### src/rtl/sfrx_pkg.sv
// ----------------------------------------------------------------------------
// sfrx_pkg
// shared constants and types for the serial frame receiver with xor check
// ----------------------------------------------------------------------------
package sfrx_pkg;

   localparam int RING_DEPTH = 1024;
   localparam int POS_W      = $clog2(RING_DEPTH);

   localparam int BYTE_W     = 8;
   localparam int FPOS_W     = 10;
   localparam int LEN_W      = 16;

   localparam int CSR_ADDR_W = 3;
   localparam int CSR_DATA_W = 32;

   localparam logic [0:0] REG_HEADER_FIRST  = 1'b0;
   localparam logic [0:0] REG_HEADER_SECOND = 1'b1;

   localparam logic [BYTE_W-1:0] HEADER_FIRST_RST  = 8'd170;
   localparam logic [BYTE_W-1:0] HEADER_SECOND_RST = 8'd117;

   typedef enum logic [7:0] {
      ST_IDLE  = 8'b0000_0001,
      ST_HEAD1 = 8'b0000_0010,
      ST_HEAD2 = 8'b0000_0100,
      ST_CMD   = 8'b0000_1000,
      ST_LENHI = 8'b0001_0000,
      ST_LENLO = 8'b0010_0000,
      ST_DATA  = 8'b0100_0000,
      ST_CHECK = 8'b1000_0000
   } parse_state_type;

   typedef logic [POS_W-1:0] pos_type;

endpackage

### src/rtl/sfrx_if.sv
// ----------------------------------------------------------------------------
// sfrx_req_if / sfrx_rsp_if
// valid/ready channels for received bytes and per-byte frame results
// ----------------------------------------------------------------------------
interface sfrx_req_if;
   logic                       valid;
   logic                       ready;
   logic [sfrx_pkg::BYTE_W-1:0] rx_byte;

   modport source (output valid, output rx_byte, input ready);
   modport sink   (input valid, input rx_byte, output ready);
endinterface

interface sfrx_rsp_if;
   logic                        valid;
   logic                        ready;
   logic [sfrx_pkg::FPOS_W-1:0] byte_pos;
   logic                        frame_done;
   logic [sfrx_pkg::FPOS_W-1:0] frame_start;
   logic [sfrx_pkg::FPOS_W-1:0] frame_end;
   logic [sfrx_pkg::BYTE_W-1:0] command;
   logic [sfrx_pkg::LEN_W-1:0]  data_length;
   logic                        checksum_ok;

   modport source (output valid, output byte_pos, output frame_done, output frame_start,
                   output frame_end, output command, output data_length,
                   output checksum_ok, input ready);
   modport sink   (input valid, input byte_pos, input frame_done, input frame_start,
                   input frame_end, input command, input data_length,
                   input checksum_ok, output ready);
endinterface

### src/rtl/serial_frame_receiver_xor_check.sv
// ----------------------------------------------------------------------------
// serial_frame_receiver_xor_check
// tags each received byte with its ring position and parses header, command,
// length, reserved, data and xor checksum fields of incoming frames
// ----------------------------------------------------------------------------
// each accepted byte's result is registered in the output register
// throughput: 1 byte per cycle; the parse state and output register update
//   in the same cycle, input ready whenever the output register is free or
//   being drained
// reset: synchronous active high; parser idle, ring position zero, headers
//   back to 170 and 117, no result pending
module serial_frame_receiver_xor_check (
   input  logic                            clock,
   input  logic                            reset,
   sfrx_req_if.sink                        req_chan,
   sfrx_rsp_if.source                      rsp_chan,
   input  logic                            psel,
   input  logic                            penable,
   input  logic                            pwrite,
   input  logic [sfrx_pkg::CSR_ADDR_W-1:0] paddr,
   input  logic [sfrx_pkg::CSR_DATA_W-1:0] pwdata,
   output logic [sfrx_pkg::CSR_DATA_W-1:0] prdata,
   output logic                            pready
);

   logic [sfrx_pkg::BYTE_W-1:0] header_first_ff, header_second_ff;
   logic                        csr_wr;

   sfrx_pkg::parse_state_type   state_ff, state_in;
   sfrx_pkg::pos_type           wpos_ff, wpos_in;
   sfrx_pkg::pos_type           spos_ff, spos_in;
   logic [sfrx_pkg::LEN_W-1:0]  len_ff, len_in;
   logic [sfrx_pkg::LEN_W-1:0]  cnt_ff, cnt_in;
   logic [sfrx_pkg::LEN_W-1:0]  cnt_inc;
   logic [sfrx_pkg::BYTE_W-1:0] cmd_ff, cmd_in;
   logic [sfrx_pkg::BYTE_W-1:0] xor_ff, xor_in;

   logic                        accept;
   logic [sfrx_pkg::BYTE_W-1:0] b;

   logic                        done_in;
   logic [sfrx_pkg::FPOS_W-1:0] fstart_in, fend_in;
   logic [sfrx_pkg::BYTE_W-1:0] ocmd_in;
   logic [sfrx_pkg::LEN_W-1:0]  olen_in;
   logic                        ok_in;

   logic                        rsp_valid_ff;
   logic [sfrx_pkg::FPOS_W-1:0] byte_pos_ff, fstart_ff, fend_ff;
   logic                        done_ff, ok_ff;
   logic [sfrx_pkg::BYTE_W-1:0] ocmd_ff;
   logic [sfrx_pkg::LEN_W-1:0]  olen_ff;

   // csr port
   assign pready = 1'b1;
   assign csr_wr = psel & penable & pwrite;

   always_ff @(posedge clock) begin
      if (reset) begin
         header_first_ff  <= sfrx_pkg::HEADER_FIRST_RST;
         header_second_ff <= sfrx_pkg::HEADER_SECOND_RST;
      end else if (csr_wr) begin
         if (paddr[2] == sfrx_pkg::REG_HEADER_FIRST) begin
            header_first_ff <= pwdata[sfrx_pkg::BYTE_W-1:0];
         end else begin
            header_second_ff <= pwdata[sfrx_pkg::BYTE_W-1:0];
         end
      end
   end

   always_comb begin
      prdata = '0;
      if (paddr[2] == sfrx_pkg::REG_HEADER_FIRST) begin
         prdata[sfrx_pkg::BYTE_W-1:0] = header_first_ff;
      end else begin
         prdata[sfrx_pkg::BYTE_W-1:0] = header_second_ff;
      end
   end

   // handshake
   assign req_chan.ready = ~rsp_valid_ff | rsp_chan.ready;
   assign accept         = req_chan.valid & req_chan.ready;
   assign b              = req_chan.rx_byte;
   assign cnt_inc        = cnt_ff + 1'b1;

   // frame parser
   always_comb begin
      state_in  = state_ff;
      spos_in   = spos_ff;
      len_in    = len_ff;
      cnt_in    = cnt_ff;
      cmd_in    = cmd_ff;
      xor_in    = xor_ff;
      done_in   = 1'b0;
      fstart_in = '0;
      fend_in   = '0;
      ocmd_in   = '0;
      olen_in   = '0;
      ok_in     = 1'b0;

      if (wpos_ff == sfrx_pkg::pos_type'(sfrx_pkg::RING_DEPTH - 1)) begin
         wpos_in = '0;
      end else begin
         wpos_in = wpos_ff + 1'b1;
      end

      case (state_ff)
         sfrx_pkg::ST_HEAD1: begin
            if (b == header_second_ff) begin
               state_in = sfrx_pkg::ST_HEAD2;
               xor_in   = xor_ff ^ b;
            end else begin
               state_in = sfrx_pkg::ST_IDLE;
            end
         end
         sfrx_pkg::ST_HEAD2: begin
            cmd_in   = b;
            xor_in   = xor_ff ^ b;
            state_in = sfrx_pkg::ST_CMD;
         end
         sfrx_pkg::ST_CMD: begin
            len_in   = {b, 8'h00};
            xor_in   = xor_ff ^ b;
            state_in = sfrx_pkg::ST_LENHI;
         end
         sfrx_pkg::ST_LENHI: begin
            len_in   = len_ff | {8'h00, b};
            xor_in   = xor_ff ^ b;
            state_in = sfrx_pkg::ST_LENLO;
         end
         sfrx_pkg::ST_LENLO: begin
            xor_in   = xor_ff ^ b;
            cnt_in   = '0;
            state_in = (len_ff == '0) ? sfrx_pkg::ST_CHECK : sfrx_pkg::ST_DATA;
         end
         sfrx_pkg::ST_DATA: begin
            xor_in = xor_ff ^ b;
            cnt_in = cnt_inc;
            if (cnt_inc >= len_ff) begin
               state_in = sfrx_pkg::ST_CHECK;
            end
         end
         sfrx_pkg::ST_CHECK: begin
            done_in   = 1'b1;
            fstart_in = sfrx_pkg::FPOS_W'(spos_ff);
            fend_in   = sfrx_pkg::FPOS_W'(wpos_ff);
            ocmd_in   = cmd_ff;
            olen_in   = len_ff;
            ok_in     = (xor_ff == b);
            state_in  = sfrx_pkg::ST_IDLE;
         end
         default: begin
            state_in = sfrx_pkg::ST_IDLE;
            if (b == header_first_ff) begin
               state_in = sfrx_pkg::ST_HEAD1;
               spos_in  = wpos_ff;
               xor_in   = b;
            end
         end
      endcase
   end

   always_ff @(posedge clock) begin
      if (reset) begin
         state_ff <= sfrx_pkg::ST_IDLE;
         wpos_ff  <= '0;
         spos_ff  <= '0;
         len_ff   <= '0;
         cnt_ff   <= '0;
         cmd_ff   <= '0;
         xor_ff   <= '0;
      end else if (accept) begin
         state_ff <= state_in;
         wpos_ff  <= wpos_in;
         spos_ff  <= spos_in;
         len_ff   <= len_in;
         cnt_ff   <= cnt_in;
         cmd_ff   <= cmd_in;
         xor_ff   <= xor_in;
      end
   end

   // result register
   always_ff @(posedge clock) begin
      if (reset) begin
         rsp_valid_ff <= 1'b0;
      end else if (accept) begin
         rsp_valid_ff <= 1'b1;
      end else if (rsp_chan.ready) begin
         rsp_valid_ff <= 1'b0;
      end
   end

   always_ff @(posedge clock) begin
      if (accept) begin
         byte_pos_ff <= sfrx_pkg::FPOS_W'(wpos_ff);
         done_ff     <= done_in;
         fstart_ff   <= fstart_in;
         fend_ff     <= fend_in;
         ocmd_ff     <= ocmd_in;
         olen_ff     <= olen_in;
         ok_ff       <= ok_in;
      end
   end

   assign rsp_chan.valid       = rsp_valid_ff;
   assign rsp_chan.byte_pos    = byte_pos_ff;
   assign rsp_chan.frame_done  = done_ff;
   assign rsp_chan.frame_start = fstart_ff;
   assign rsp_chan.frame_end   = fend_ff;
   assign rsp_chan.command     = ocmd_ff;
   assign rsp_chan.data_length = olen_ff;
   assign rsp_chan.checksum_ok = ok_ff;

endmodule

### src/flat_wrapper.sv
// flat-port wrapper written by rule: the top's interface ports become plain ports
module serial_frame_receiver_xor_check_flat 
  (clock, reset, psel, penable, pwrite, paddr, pwdata, prdata, pready, req_chan_valid, req_chan_rx_byte, req_chan_ready, rsp_chan_valid, rsp_chan_byte_pos, rsp_chan_frame_done, rsp_chan_frame_start, rsp_chan_frame_end, rsp_chan_command, rsp_chan_data_length, rsp_chan_checksum_ok, rsp_chan_ready);
  sfrx_req_if req_chan_i ();
  sfrx_rsp_if rsp_chan_i ();
  input  logic clock;
  input  logic reset;
  input  logic psel;
  input  logic penable;
  input  logic pwrite;
  input  logic [sfrx_pkg::CSR_ADDR_W-1:0] paddr;
  input  logic [sfrx_pkg::CSR_DATA_W-1:0] pwdata;
  output logic [sfrx_pkg::CSR_DATA_W-1:0] prdata;
  output logic pready;
  input wire logic [$bits(req_chan_i.valid)-1:0] req_chan_valid;
  input wire logic [$bits(req_chan_i.rx_byte)-1:0] req_chan_rx_byte;
  output wire logic [$bits(req_chan_i.ready)-1:0] req_chan_ready;
  output wire logic [$bits(rsp_chan_i.valid)-1:0] rsp_chan_valid;
  output wire logic [$bits(rsp_chan_i.byte_pos)-1:0] rsp_chan_byte_pos;
  output wire logic [$bits(rsp_chan_i.frame_done)-1:0] rsp_chan_frame_done;
  output wire logic [$bits(rsp_chan_i.frame_start)-1:0] rsp_chan_frame_start;
  output wire logic [$bits(rsp_chan_i.frame_end)-1:0] rsp_chan_frame_end;
  output wire logic [$bits(rsp_chan_i.command)-1:0] rsp_chan_command;
  output wire logic [$bits(rsp_chan_i.data_length)-1:0] rsp_chan_data_length;
  output wire logic [$bits(rsp_chan_i.checksum_ok)-1:0] rsp_chan_checksum_ok;
  input wire logic [$bits(rsp_chan_i.ready)-1:0] rsp_chan_ready;
  assign req_chan_i.valid = req_chan_valid;
  assign req_chan_i.rx_byte = req_chan_rx_byte;
  assign req_chan_ready = req_chan_i.ready;
  assign rsp_chan_valid = rsp_chan_i.valid;
  assign rsp_chan_byte_pos = rsp_chan_i.byte_pos;
  assign rsp_chan_frame_done = rsp_chan_i.frame_done;
  assign rsp_chan_frame_start = rsp_chan_i.frame_start;
  assign rsp_chan_frame_end = rsp_chan_i.frame_end;
  assign rsp_chan_command = rsp_chan_i.command;
  assign rsp_chan_data_length = rsp_chan_i.data_length;
  assign rsp_chan_checksum_ok = rsp_chan_i.checksum_ok;
  assign rsp_chan_i.ready = rsp_chan_ready;
  serial_frame_receiver_xor_check u_core (.clock(clock), .reset(reset), .req_chan(req_chan_i), .rsp_chan(rsp_chan_i), .psel(psel), .penable(penable), .pwrite(pwrite), .paddr(paddr), .pwdata(pwdata), .prdata(prdata), .pready(pready));
endmodule
### config.mk
export PLATFORM = sky130hd
export DESIGN_NAME = serial_frame_receiver_xor_check_flat
export DESIGN_NICKNAME = d
export VERILOG_FILES = /design/src/rtl/sfrx_pkg.sv /design/src/rtl/sfrx_if.sv /design/src/rtl/serial_frame_receiver_xor_check.sv /design/src/flat_wrapper.sv
export SDC_FILE = /design/constraint.sdc
export NUM_CORES = 1
export LEC_CHECK = 0
export BUFFER_PORTS_ARGS = -buffer_cell sky130_fd_sc_hd__buf_2
export CAP_MARGIN = 10
export CELL_PAD_IN_SITES_DETAIL_PLACEMENT = 0
export CELL_PAD_IN_SITES_GLOBAL_PLACEMENT = 1
export CORE_MARGIN = 3
export CORE_UTILIZATION = 48
export CTS_BUF_LIST = sky130_fd_sc_hd__clkbuf_2 sky130_fd_sc_hd__clkbuf_4 sky130_fd_sc_hd__clkbuf_8
export DETAILED_ROUTE_END_ITERATION = 6
export PLACE_DENSITY_LB_ADDON = 0.1
export SKIP_CTS_REPAIR_TIMING = 1
export SYNTH_ARGS = -nofsm -noshare
export SYNTH_HDL_FRONTEND = slang
export SYNTH_SLANG_ARGS = --single-unit
export TNS_END_PERCENT = 50
### constraint.sdc
create_clock -name clock -period 5.52 [get_ports clock]
set_clock_uncertainty 0.15 [all_clocks]
set_input_delay 1.104 -clock clock [delete_from_list [all_inputs] [get_ports clock]]
set_output_delay 1.104 -clock clock [all_outputs]
set_load 0.03 [all_outputs]
Yosys cells after proc, flatten, opt, wreduce, memory -nomap -nowiden
Cells that the tools add are included.

cells by class
  add/sub/neg operators = 2
  $lt $le $gt $ge = 1
  equality and inequality tests = 13
  multiplexer cells = 15
  bitwise gates (word level) = 10
  reduce and logical (&&, ||, !) cells = 15

operators by type and width
  cell                                                              number
  16-bit case mux with 2 select lines                               2
  8-bit case mux with 7 select lines                                1
  8-bit 2-to-1 mux                                                  5
  8-bit == test                                                     3
  8-bit case mux with 3 select lines                                1
  16-bit by 1-bit adder with 16-bit output (second input constant)  1
  16-bit >= comparator                                              1
  16-bit zero test                                                  1
  16-bit by 8-bit bitwise OR with 16-bit output                     1
  2-bit AND reduction                                               6
  10-bit by 1-bit adder with 10-bit output (second input constant)  1
  10-bit == test (second input constant)                            1
  10-bit 2-to-1 mux                                                 1
  8-bit by 2-bit == test with 1-bit output (second input constant)  1
  8-bit by 3-bit == test with 1-bit output (second input constant)  1
  8-bit by 4-bit == test with 1-bit output (second input constant)  1
  8-bit by 5-bit == test with 1-bit output (second input constant)  1
  8-bit by 6-bit == test with 1-bit output (second input constant)  1
  8-bit by 7-bit == test with 1-bit output (second input constant)  1
  8-bit == test (second input constant)                             1
  8-bit XOR                                                         1
  7-bit OR reduction                                                1
  2-bit nonzero test                                                3
  5-bit OR reduction                                                1
  other kinds (10)                                                  18

word-level totals
  flip-flop bits (word level) = 149
  bits of input ports = 50
  output and inout bits = 91
  word-level logic and storage cells = 73

Depth between registers and ports, before layout
Gate-level depths: netlist of run 1.

  depth after elaboration = 4
  gate-level depth with buffers = 12

Worst setup path after synthesis of run 1
No wires, ideal clock.

  path kind = input to register
  start = input port rsp_chan_ready
  end = register u_core.len_ff[0] (netlist bit)
  arrival time = 4.158 ns
  required time = 5.249 ns
  path slack = 1.091 ns
  stages on the path = 8
  path buffers = 2
  path through = nand2b_1 nand2_1 inv_1 clkbuf_1 nand4_1 buf_2 nand2_1 nor2_1

on the way
  longest elaborated chain between the ends = 3

RTL lines
  item                                  RTL line                                source
  start, declared                       flat_wrapper.sv:26                      input wire logic [$bits(rsp_chan_i.ready)-1:0] rsp_chan_ready;
  1-bit bitwise OR                      serial_frame_receiver_xor_check.sv:80   assign req_chan.ready = ~rsp_valid_ff | rsp_chan.ready;
  1-bit AND                             serial_frame_receiver_xor_check.sv:81   assign accept = req_chan.valid & req_chan.ready;
  named net u_core.accept               serial_frame_receiver_xor_check.sv:38   logic accept;
  2-bit AND reduction (no source line)  -
  end signal, assigned                  serial_frame_receiver_xor_check.sv:175  len_ff <= len_in;
  end, declared                         serial_frame_receiver_xor_check.sv:32   logic [sfrx_pkg::LEN_W-1:0] len_ff, len_in;

The timed path passes the listed nets, and every way through them passes these cells.
A chain may end at the register's enable or synchronous reset.

Final worst setup path of run 1
  start = register u_core.cnt_ff[0] (netlist bit)
  end = register u_core.state_ff[6]

on the way
  longest elaborated chain between the ends = 4

RTL lines
  item                                                       RTL line                                source
  start, declared                                            serial_frame_receiver_xor_check.sv:33   logic [sfrx_pkg::LEN_W-1:0] cnt_ff, cnt_in;
  start signal, assigned                                     serial_frame_receiver_xor_check.sv:176  cnt_ff <= cnt_in;
  16-bit by 1-bit adder with 16-bit output                   serial_frame_receiver_xor_check.sv:83   assign cnt_inc = cnt_ff + 1'b1;
  16-bit >= comparator                                       serial_frame_receiver_xor_check.sv:138  if (cnt_inc >= len_ff) begin
  2-bit by 1-bit != test with 1-bit output (no source line)  -
  2-bit AND reduction (no source line)                       -
  end signal, assigned                                       serial_frame_receiver_xor_check.sv:164  state_ff <= sfrx_pkg::ST_IDLE;
  end signal, assigned                                       serial_frame_receiver_xor_check.sv:172  state_ff <= state_in;
  end, declared                                              serial_frame_receiver_xor_check.sv:29   sfrx_pkg::parse_state_type state_ff, state_in;

No other way between the ends.

==> impl_results.md, run 1 <==
* Max IR drop VDD at 0.165 mV
* Flop pwr share at 53.7%
* Vias after detailed routing at 5088
* Max Slew Vio Count at 0
* GRT overflow at 0
* Core Area at 0.0141 mm^2
* Mean Syn Cell Area at 10.3 um^2
* Number of buffers inserted by port buffering at 89
* Cell types with the largest area share after synthesis: dfxtp_1 26%, edfxtp_1 24%, mux2i_1 6.2%, xor2_1 4.6%, nor2_1 4.0%
* Starting density of the core at 50.1%
* Top FF cell, synth: dfxtp_1
* Number of flops mapped to enable cells by yosys at 56
* Diodes inserted at 0
* Total length of routed met3 wires at 971 um
* Run status: complete, no violations
* Type of the worst setup path: flip-flop to flip-flop
* Share of power burned in the clock network at 38.1%
* Stage delay of the slowest cell on the critical path at 460 ps
* Seq/Total Area, Yosys at 50.0%
* Buffer cell driving the clock tree root: clkbuf_8
* Post-layout power at 0.00218 W
* Share of layout cells above drive strength 1 at 19.1%
* Worst min-delay path class: flip-flop to flip-flop
* Net switching component of the power at 0.000554 W
* Violation count after the first detailed-route iteration at 341
* Number of clock buffers inserted by TritonCTS at 17
* Wire length of the first global-routing pass at 24.9 mm
* Leading area contributor after synthesis: dfxtp_1
* Setup violations, final at 0
* Number of core rows at 43
* CP Data Arrival Time at 4050 ps
* Slew at the pin with the worst max-slew slack at 1050 ps
* Internal power contribution at 0.00163 W
* Total negative slack for setup checks at 0 ps
* Worst r2r path cells at 12
* Period utilisation layout at 69.5%
* Clock tree from TritonCTS: yes
* Highest metal layer with signal wires: met4
* Top cell family by delay on the critical path: simple AND/OR/NAND/NOR gates
* Global placer's final weighted congestion at 0.813
* Max-Slew Margin vs Limit at 29.8%
* Global routing usage summed across all routing layers at 19.4%
* Max Fclk at 261 MHz
* Startpoint types: flip-flop
* Max Cap Viol at 0
* Layout net count at 835
* Wire length on met1 at 7.06 mm
* Worst path cell trace: ha_1 -> nand3_1 -> nor3_2 -> nand3_1 -> xnor2_1 -> ha_1 -> nand4_1 -> nor4_1 -> a32oi_1 -> o211a_2 -> nor2_1 -> mux2i_1
* Switching share of power at 25.4%
* Crit. path cell count at 12
* Leakage power of the design at 3.22 nW
* Area share of the largest cell type after synthesis at 26.3%
* Min Tclk post-route at 3830 ps
* Cell Area, Synth at 0.00709 mm^2
* Cell depth of the worst min-delay path at 2
* Clock input transition at the sequential cells of the worst setup and hold paths at 80 ps
* Half-perimeter wire length after placement at 10.5 mm
* Number of filler cells placed in the layout at 1255
* DIE WIDTH at 128 um
* Count of warnings emitted by yosys at 0
* Post-synthesis to final-layout area growth at 11.9%
* Die footprint at 0.0163 mm^2
* Pin count of the biggest net entering global routing at 49
* Remaining antenna violation count at 0
* # DRC at 0
* Unrepaired setup endpoints after global routing: false
* Register bit count reported by yosys at 149
* Sum of buffers and inverters on the critical path at 0
* Initial antenna violation count at 0
* Share of total power in combinational logic at 8.2%
* Number of global-route vias before repair at 4943
* H-tree depth at 4
* Mean number of vias per cell at 5.30
* Clock latency reported for the late side of the worst-skew pair at 440 ps
* Worst-path fanout max at 6
* PwrDens at 275 mW/mm^2
* Floorplan die height at 128 um
* Worst Setup End Kind: flip-flop
* CP max stage cell: nor3_2
* IO Count at 141
* Number of distinct library cells after synthesis at 59
* Total detailed-routing wirelength at 15.2 mm
* Async set or reset register ratio after synthesis at 0%
* Number of clock sinks seen by CTS at 149
* CTS max path bufs at 2
* Drt first pass iters at 4
* Required time worst endpoint at 5730 ps
* Cells after Synth at 689
* Average wire per cell in the routed design at 15.8 um
* Final hold violation count at 0
* Met2 WL at 7.04 mm
==> kinds of logic (layout without fill, tap and decap cells) <==
logic type | after synthesis | in the layout | share of synthesized area, %
compound gates | 87 | 87 | 8.35
flops | 149 | 149 | 50.0
other cells | 2 | 25 | 0.106
simple gates | 255 | 255 | 19.0
mux | 52 | 52 | 7.48
fa+ha+maj | 18 | 18 | 3.18
buf+inv | 80 | 148 | 6.18
xor+xnor | 46 | 46 | 5.68
==> per-layer routing <==
layer	vias up	track usage, %
li1	2511	-
met5	-	0
met4	0	4.73
met1	2422	26.2
met3	9	5.18
met2	146	31.3
==> path summary, 6_finish.rpt <==
path                              startpoint                    endpoint  slack (ps)
setup / recovery            u_core.cnt_ff[0]          u_core.state_ff[6]        1690
hold / removal    u_core.header_second_ff[3]  u_core.header_second_ff[3]         340
setup reg to reg            u_core.cnt_ff[0]          u_core.state_ff[6]        1690
hold reg to reg   u_core.header_second_ff[3]  u_core.header_second_ff[3]         340
==> state kept, by name (all words and copies together) (netlist names), 8 cells and up <==
name,flops
u_core.len_ff,16
u_core.cnt_ff,16
u_core.header_first_ff,8
u_core.cmd_ff,8
u_core.rsp_chan.command,8
u_core.rsp_chan.data_length,16
u_core.rsp_chan.frame_end,10
u_core.header_second_ff,8
u_core.wpos_ff,10
u_core.rsp_chan.frame_start,10
u_core.state_ff,8
u_core.rsp_chan.byte_pos,10
u_core.spos_ff,10
u_core.xor_ff,8
==> power groups by stage <==
stage / sequential (W) / combinational (W) / clock (W)
2_1_floorplan: 0.00124 / 0.000105 / 0
3_3_place_gp: 0.00120 / 0.000179 / 0
3_5_place_dp: 0.00120 / 0.000181 / 0
4_1_cts: 0.00117 / 0.000181 / 0.000855
5_1_grt: 0.00117 / 0.000192 / 0.000903
6_report: 0.00117 / 0.000179 / 0.000830
==> final cells by class <==
cell class / instances / area, um^2 / share of cell area [%]
sequential: 149 / 3540 / 44.7
multi-input combinational: 483 / 3200 / 40.4
timing repair buffer: 94 / 483 / 6.09
clock buffer: 21 / 264 / 3.33
tap: 180 / 225 / 2.84
clock inverter: 11 / 129 / 1.62
inverter: 22 / 82.6 / 1.04
==> cell usage in the layout (no fill, tap or decap), types with 3 or more instances in the layout <==
cell,Yosys,routed
a22o_1,8,8
o21ai_0,4,4
dfxtp_1,93,93
and2_1,45,45
nor3_1,9,8
nor2_1,76,76
edfxtp_1,56,56
ha_1,18,18
mux2i_1,44,44
nor2b_1,8,8
clkbuf_8,0,17
buf_4,30,5
o21ai_1,10,10
clkinv_4,0,4
nand2_1,41,41
a22oi_1,5,5
mux2_2,8,8
conb_1,2,25
nand3_1,21,21
nor4_4,3,3
nand3b_1,4,4
or3_1,3,3
xnor2_1,9,9
a21oi_1,32,32
nand4_1,13,13
a21o_1,11,11
buf_2,8,89
xor2_1,37,37
and3_1,6,6
nor4_1,10,9
inv_1,22,21
nand2b_1,5,5
clkbuf_4,0,4
==> metrics by stage <==
| stage | worst slack (ps) | hold WS [ps] | instance area [um^2] | util (%) | std cells |
|---|---|---|---|---|---|
| after floorplan | 1090 | 253 | 7170 | - | 712 |
| after global placement | 1660 | 316 | 7530 | 53.2 | 927 |
| after detailed placement | 1620 | 324 | 7530 | 53.2 | 927 |
| after CTS | 1740 | 335 | 7920 | 56.0 | 959 |
| after global routing | 1440 | 359 | 7930 | 56.1 | 960 |
| final | 1690 | 337 | 7930 | 56.1 | 960 |
==> worst min-delay path, stage by stage (launching register included) <==
cell     delay (ps)
dfxtp_1         330
nand2_1          60
a21oi_1          50
==> Yosys cell counts (18+ instances only) <==
cell type / number
nor2_1: 76
nand3_1: 21
ha_1: 18
inv_1: 22
a21oi_1: 32
and2_1: 45
mux2i_1: 44
xor2_1: 37
edfxtp_1: 56
buf_4: 30
dfxtp_1: 93
nand2_1: 41
Note: power is estimated with default switching activity, not from simulation.
==> run 2: changes to the inputs <==
--- a/config.mk
+++ b/config.mk
@@ -5,12 +5,13 @@
 export SDC_FILE = /design/constraint.sdc
 export NUM_CORES = 1
 export LEC_CHECK = 0
+export ABC_AREA = 1
 export BUFFER_PORTS_ARGS = -buffer_cell sky130_fd_sc_hd__buf_2
 export CAP_MARGIN = 10
 export CELL_PAD_IN_SITES_DETAIL_PLACEMENT = 0
 export CELL_PAD_IN_SITES_GLOBAL_PLACEMENT = 1
 export CORE_MARGIN = 3
-export CORE_UTILIZATION = 48
+export CORE_UTILIZATION = 42
 export CTS_BUF_LIST = sky130_fd_sc_hd__clkbuf_2 sky130_fd_sc_hd__clkbuf_4 sky130_fd_sc_hd__clkbuf_8
 export DETAILED_ROUTE_END_ITERATION = 6
 export PLACE_DENSITY_LB_ADDON = 0.1
==> constraint.sdc (replaced) <==
create_clock -name clock -period 3.7 [get_ports clock]
set_clock_uncertainty 0.15 [all_clocks]
set_input_delay 0.74 -clock clock [delete_from_list [all_inputs] [get_ports clock]]
set_output_delay 0.74 -clock clock [all_outputs]
set_load 0.03 [all_outputs]
==> impl_results.md, run 2 <==
* Placed Area at 0.00763 mm^2 (+1.3%)
* Number of global-route vias before repair at 5354 (+8.3%)
* Core Area at 0.0166 mm^2 (+17%)
* Mean Syn Cell Area at 8.17 um^2 (-21%)
* Number of core rows at 47 (+9.3%)
* H-tree depth at 4 (unchanged)
* CP Data Arrival Time at 3400 ps (-650 ps)
* Cell depth of the worst min-delay path at 2 (unchanged)
* Half-perimeter wire length after placement at 11.7 mm (+11%)
* Number of distinct library cells after synthesis at 38 (-36%)
* Global placer's final weighted congestion at 0.849 (+4.4%)
* Total detailed-routing wirelength at 16.4 mm (+8.3%)
* Number of flops mapped to enable cells by yosys at 56 (unchanged)
* Register bit count reported by yosys at 149 (unchanged)
* Final hold violation count at 0 (unchanged)
* Worst r2r src: u_core.cnt_ff[0]
* Layout net count at 1022 (+22%)
* Fraction of the mapped netlist area in compound gates at 8.52% (+0.17 points)
* Worst min-delay path class: flip-flop to flip-flop
* Mux share of post-synthesis cell area at 0% (-7.5 points)
* Unrepaired setup endpoints after global routing: false
* Adder and majority cell fraction of the synthesized area at 3.16% (-0.021 points)
* Number of clock sinks seen by CTS at 149 (unchanged)
* Diodes inserted at 0 (unchanged)
* Clock input transition at the sequential cells of the worst setup and hold paths at 90 ps (about the same)
* Worst-path fanout max at 13 (+7)
* Violation count after the first detailed-route iteration at 287 (-16%)
* Clock tree from TritonCTS: yes
* IO Count at 141 (unchanged)
* Minimum hold slack at 311 ps (-25.6 ps)
* Setup violations, final at 0 (unchanged)
* Max Fclk at 312 MHz (+20%)
* Cell types with the largest area share after synthesis: dfxtp_1 26%, edfxtp_1 24%, nand2_1 9.6%, nor2_1 6.0%, inv_1 4.8%
* Cell with the most instances after synthesis: nand2_1
* PwrDens at 421 mW/mm^2 (+53%)
* Dominant combinational cell family by area after synthesis: simple AND/OR/NAND/NOR gates
* Top FF cell, synth: dfxtp_1
* Average wire per cell in the routed design at 13.8 um (-12%)
* Number of clock buffers inserted by TritonCTS at 17 (unchanged)
* Post-synthesis to final-layout area growth at 12.6%
* Required time worst endpoint at 3900 ps (-1830 ps)
* Slew at the pin with the worst max-slew slack at 797 ps (-252 ps)
* Clock latency reported for the late side of the worst-skew pair at 450 ps (about the same)
* Worst r2r path cells at 16 (+4)
* Vias after detailed routing at 5645 (+11%)
* Total negative slack for setup checks at 0 ps (unchanged)
* Register-to-register path setup slack at 500 ps (-1190 ps)
* Global routing usage summed across all routing layers at 18.4% (-1.1 points)
* Starting density of the core at 43.0% (-7.1 points)
* Number of buffers inserted by port buffering at 89 (unchanged)
* Type of the worst setup path: flip-flop to flip-flop
* Initial antenna violation count at 0 (unchanged)
* CTS max path bufs at 2 (unchanged)
* Max IR drop VDD at 0.211 mV (+28%)
* Count of warnings emitted by yosys at 0 (unchanged)
* Worst Setup End Kind: flip-flop
* Pin count of the biggest net entering global routing at 50 (+2.0%)
* Most frequent standard cell in the layout excluding fill and tap cells: nand2_1
* Async set or reset register ratio after synthesis at 0% (unchanged)
* Leading area contributor after synthesis: dfxtp_1
* Seq/Total Area, Yosys at 49.7% (-0.33 points)
* Post-synthesis share of cell area spent on xor and xnor gates at 3.56% (-2.1 points)
* Max Slew Vio Count at 0 (unchanged)
* Area share of the largest cell type after synthesis at 26.1% (-0.18 points)
* Simple-gate share of the synthesized area at 25.0% (+5.9 points)
* Min Tclk post-route at 3200 ps (-631 ps)
* Remaining antenna violation count at 0 (unchanged)
* Max Cap Viol at 0 (unchanged)
* Mean number of vias per cell at 4.76 (-10%)
* Floorplan die height at 136 um (+6.9%)
* Period utilisation layout at 86.6% (+17 points)
* Max-Slew Margin vs Limit at 46.8% (+17 points)
* Cells after Synth at 873 (+27%)
* Buffer cell driving the clock tree root: clkbuf_8
* Share of layout cells above drive strength 1 at 18.2% (-0.90 points)
* Critical register-to-register path endpoint: u_core.state_ff[6]
* Cell area after layout at 0.00804 mm^2 (+1.3%)
* Startpoint types: flip-flop
* Cell Area, Synth at 0.00714 mm^2 (+0.67%)
* Drt first pass iters at 5 (+1)
* Most numerous cell types in the synthesized netlist: 183 x nand2_1, 115 x nor2_1, 93 x dfxtp_1
* Worst Hold Path EP: u_core.cmd_ff[7]
* Die footprint at 0.0186 mm^2 (+14%)
* DIE WIDTH at 136 um (+6.9%)
* # DRC at 0 (unchanged)
* Leakage power of the design at 3.39 nW (+5.4%)
* Wire length of the first global-routing pass at 26.7 mm (+7.0%)
* HP Start: u_core.cmd_ff[7]
* Leading cell types in the layout, fill and taps excluded: 183 x nand2_1, 115 x nor2_1, 93 x dfxtp_1, 91 x inv_1, 89 x buf_2
* Run status: complete, no violations
* GRT overflow at 0 (unchanged)
==> run 2: kinds of logic (layout without fill, tap and decap cells) <==
| group | Yosys count | after routing |
|---|---|---|
| compound gates | 118 | 118 |
| other cells | 2 | 25 |
| simple gates | 403 | 403 |
| flops | 149 | 149 |
| buf+inv | 154 | 225 |
| xor+xnor | 29 | 29 |
| fa+ha+maj | 18 | 18 |
==> run 2: per-stage QoR <==
step | utilization [%] | cells | total power, W | setup WS, ps
2_1_floorplan | - | 896 | 0.00208 | 185
3_3_place_gp | 46.0 | 1155 | 0.00214 | 554
3_5_place_dp | 46.0 | 1155 | 0.00215 | 496
4_1_cts | 48.5 | 1187 | 0.00343 | 476
5_1_grt | 48.5 | 1187 | 0.00354 | 130
6_report | 48.5 | 1187 | 0.00339 | 497
==> run 2: worst max-delay path by stage <==
stage	startpoint	end	cells past startpoint
global route	u_core.cnt_ff[0]	u_core.state_ff[6]	17
detailed placement	u_core.cnt_ff[0]	u_core.state_ff[6]	15
floorplan	rsp_chan_ready	u_core.xor_ff[5]	10
CTS	u_core.cnt_ff[0]	u_core.state_ff[6]	15
global placement	u_core.cnt_ff[0]	u_core.state_ff[1]	16
finish	u_core.cnt_ff[0]	u_core.state_ff[6]	16
==> run 2: area by class of cell <==
class,instances,area (um^2)
fill,1687,8550
sequential,149,3540
multi-input combinational,593,2960
timing repair buffer,93,475
inverter,100,375
tap,220,275
clock buffer,18,248
clock inverter,14,158
==> run 2: worst max-delay path, cell delays in order, from the launching register on <==
cell and delay (ps):
dfxtp_1 420, ha_1 210, nand2_1 80, nor2_1 130
nand2_1 90, nor3_1 320, nand2_1 150, xor2_1 190
ha_1 270, nand2_1 60, o21bai_1 150, a21oi_1 120
nor2_1 70, nand2_1 90, nand2_1 290, a21oi_1 250
nor2_1 60
==> run 2: power breakdown <==
group | switching, W | internal, W
Clock | 0.000695 | 0.000581
Sequential | 0.0000239 | 0.00174
Combinational | 0.000259 | 0.0000846
Total | 0.000978 | 0.00241
==> run 2: per-layer routing <==
layer  vias up  GRT usage [%]  routed length, um
met3        21           4.11                660
met1      2604           24.8               7790
met5         -              0                  0
li1       2910              -                  -
met2       110           29.7               7750
met4         0           5.15                219
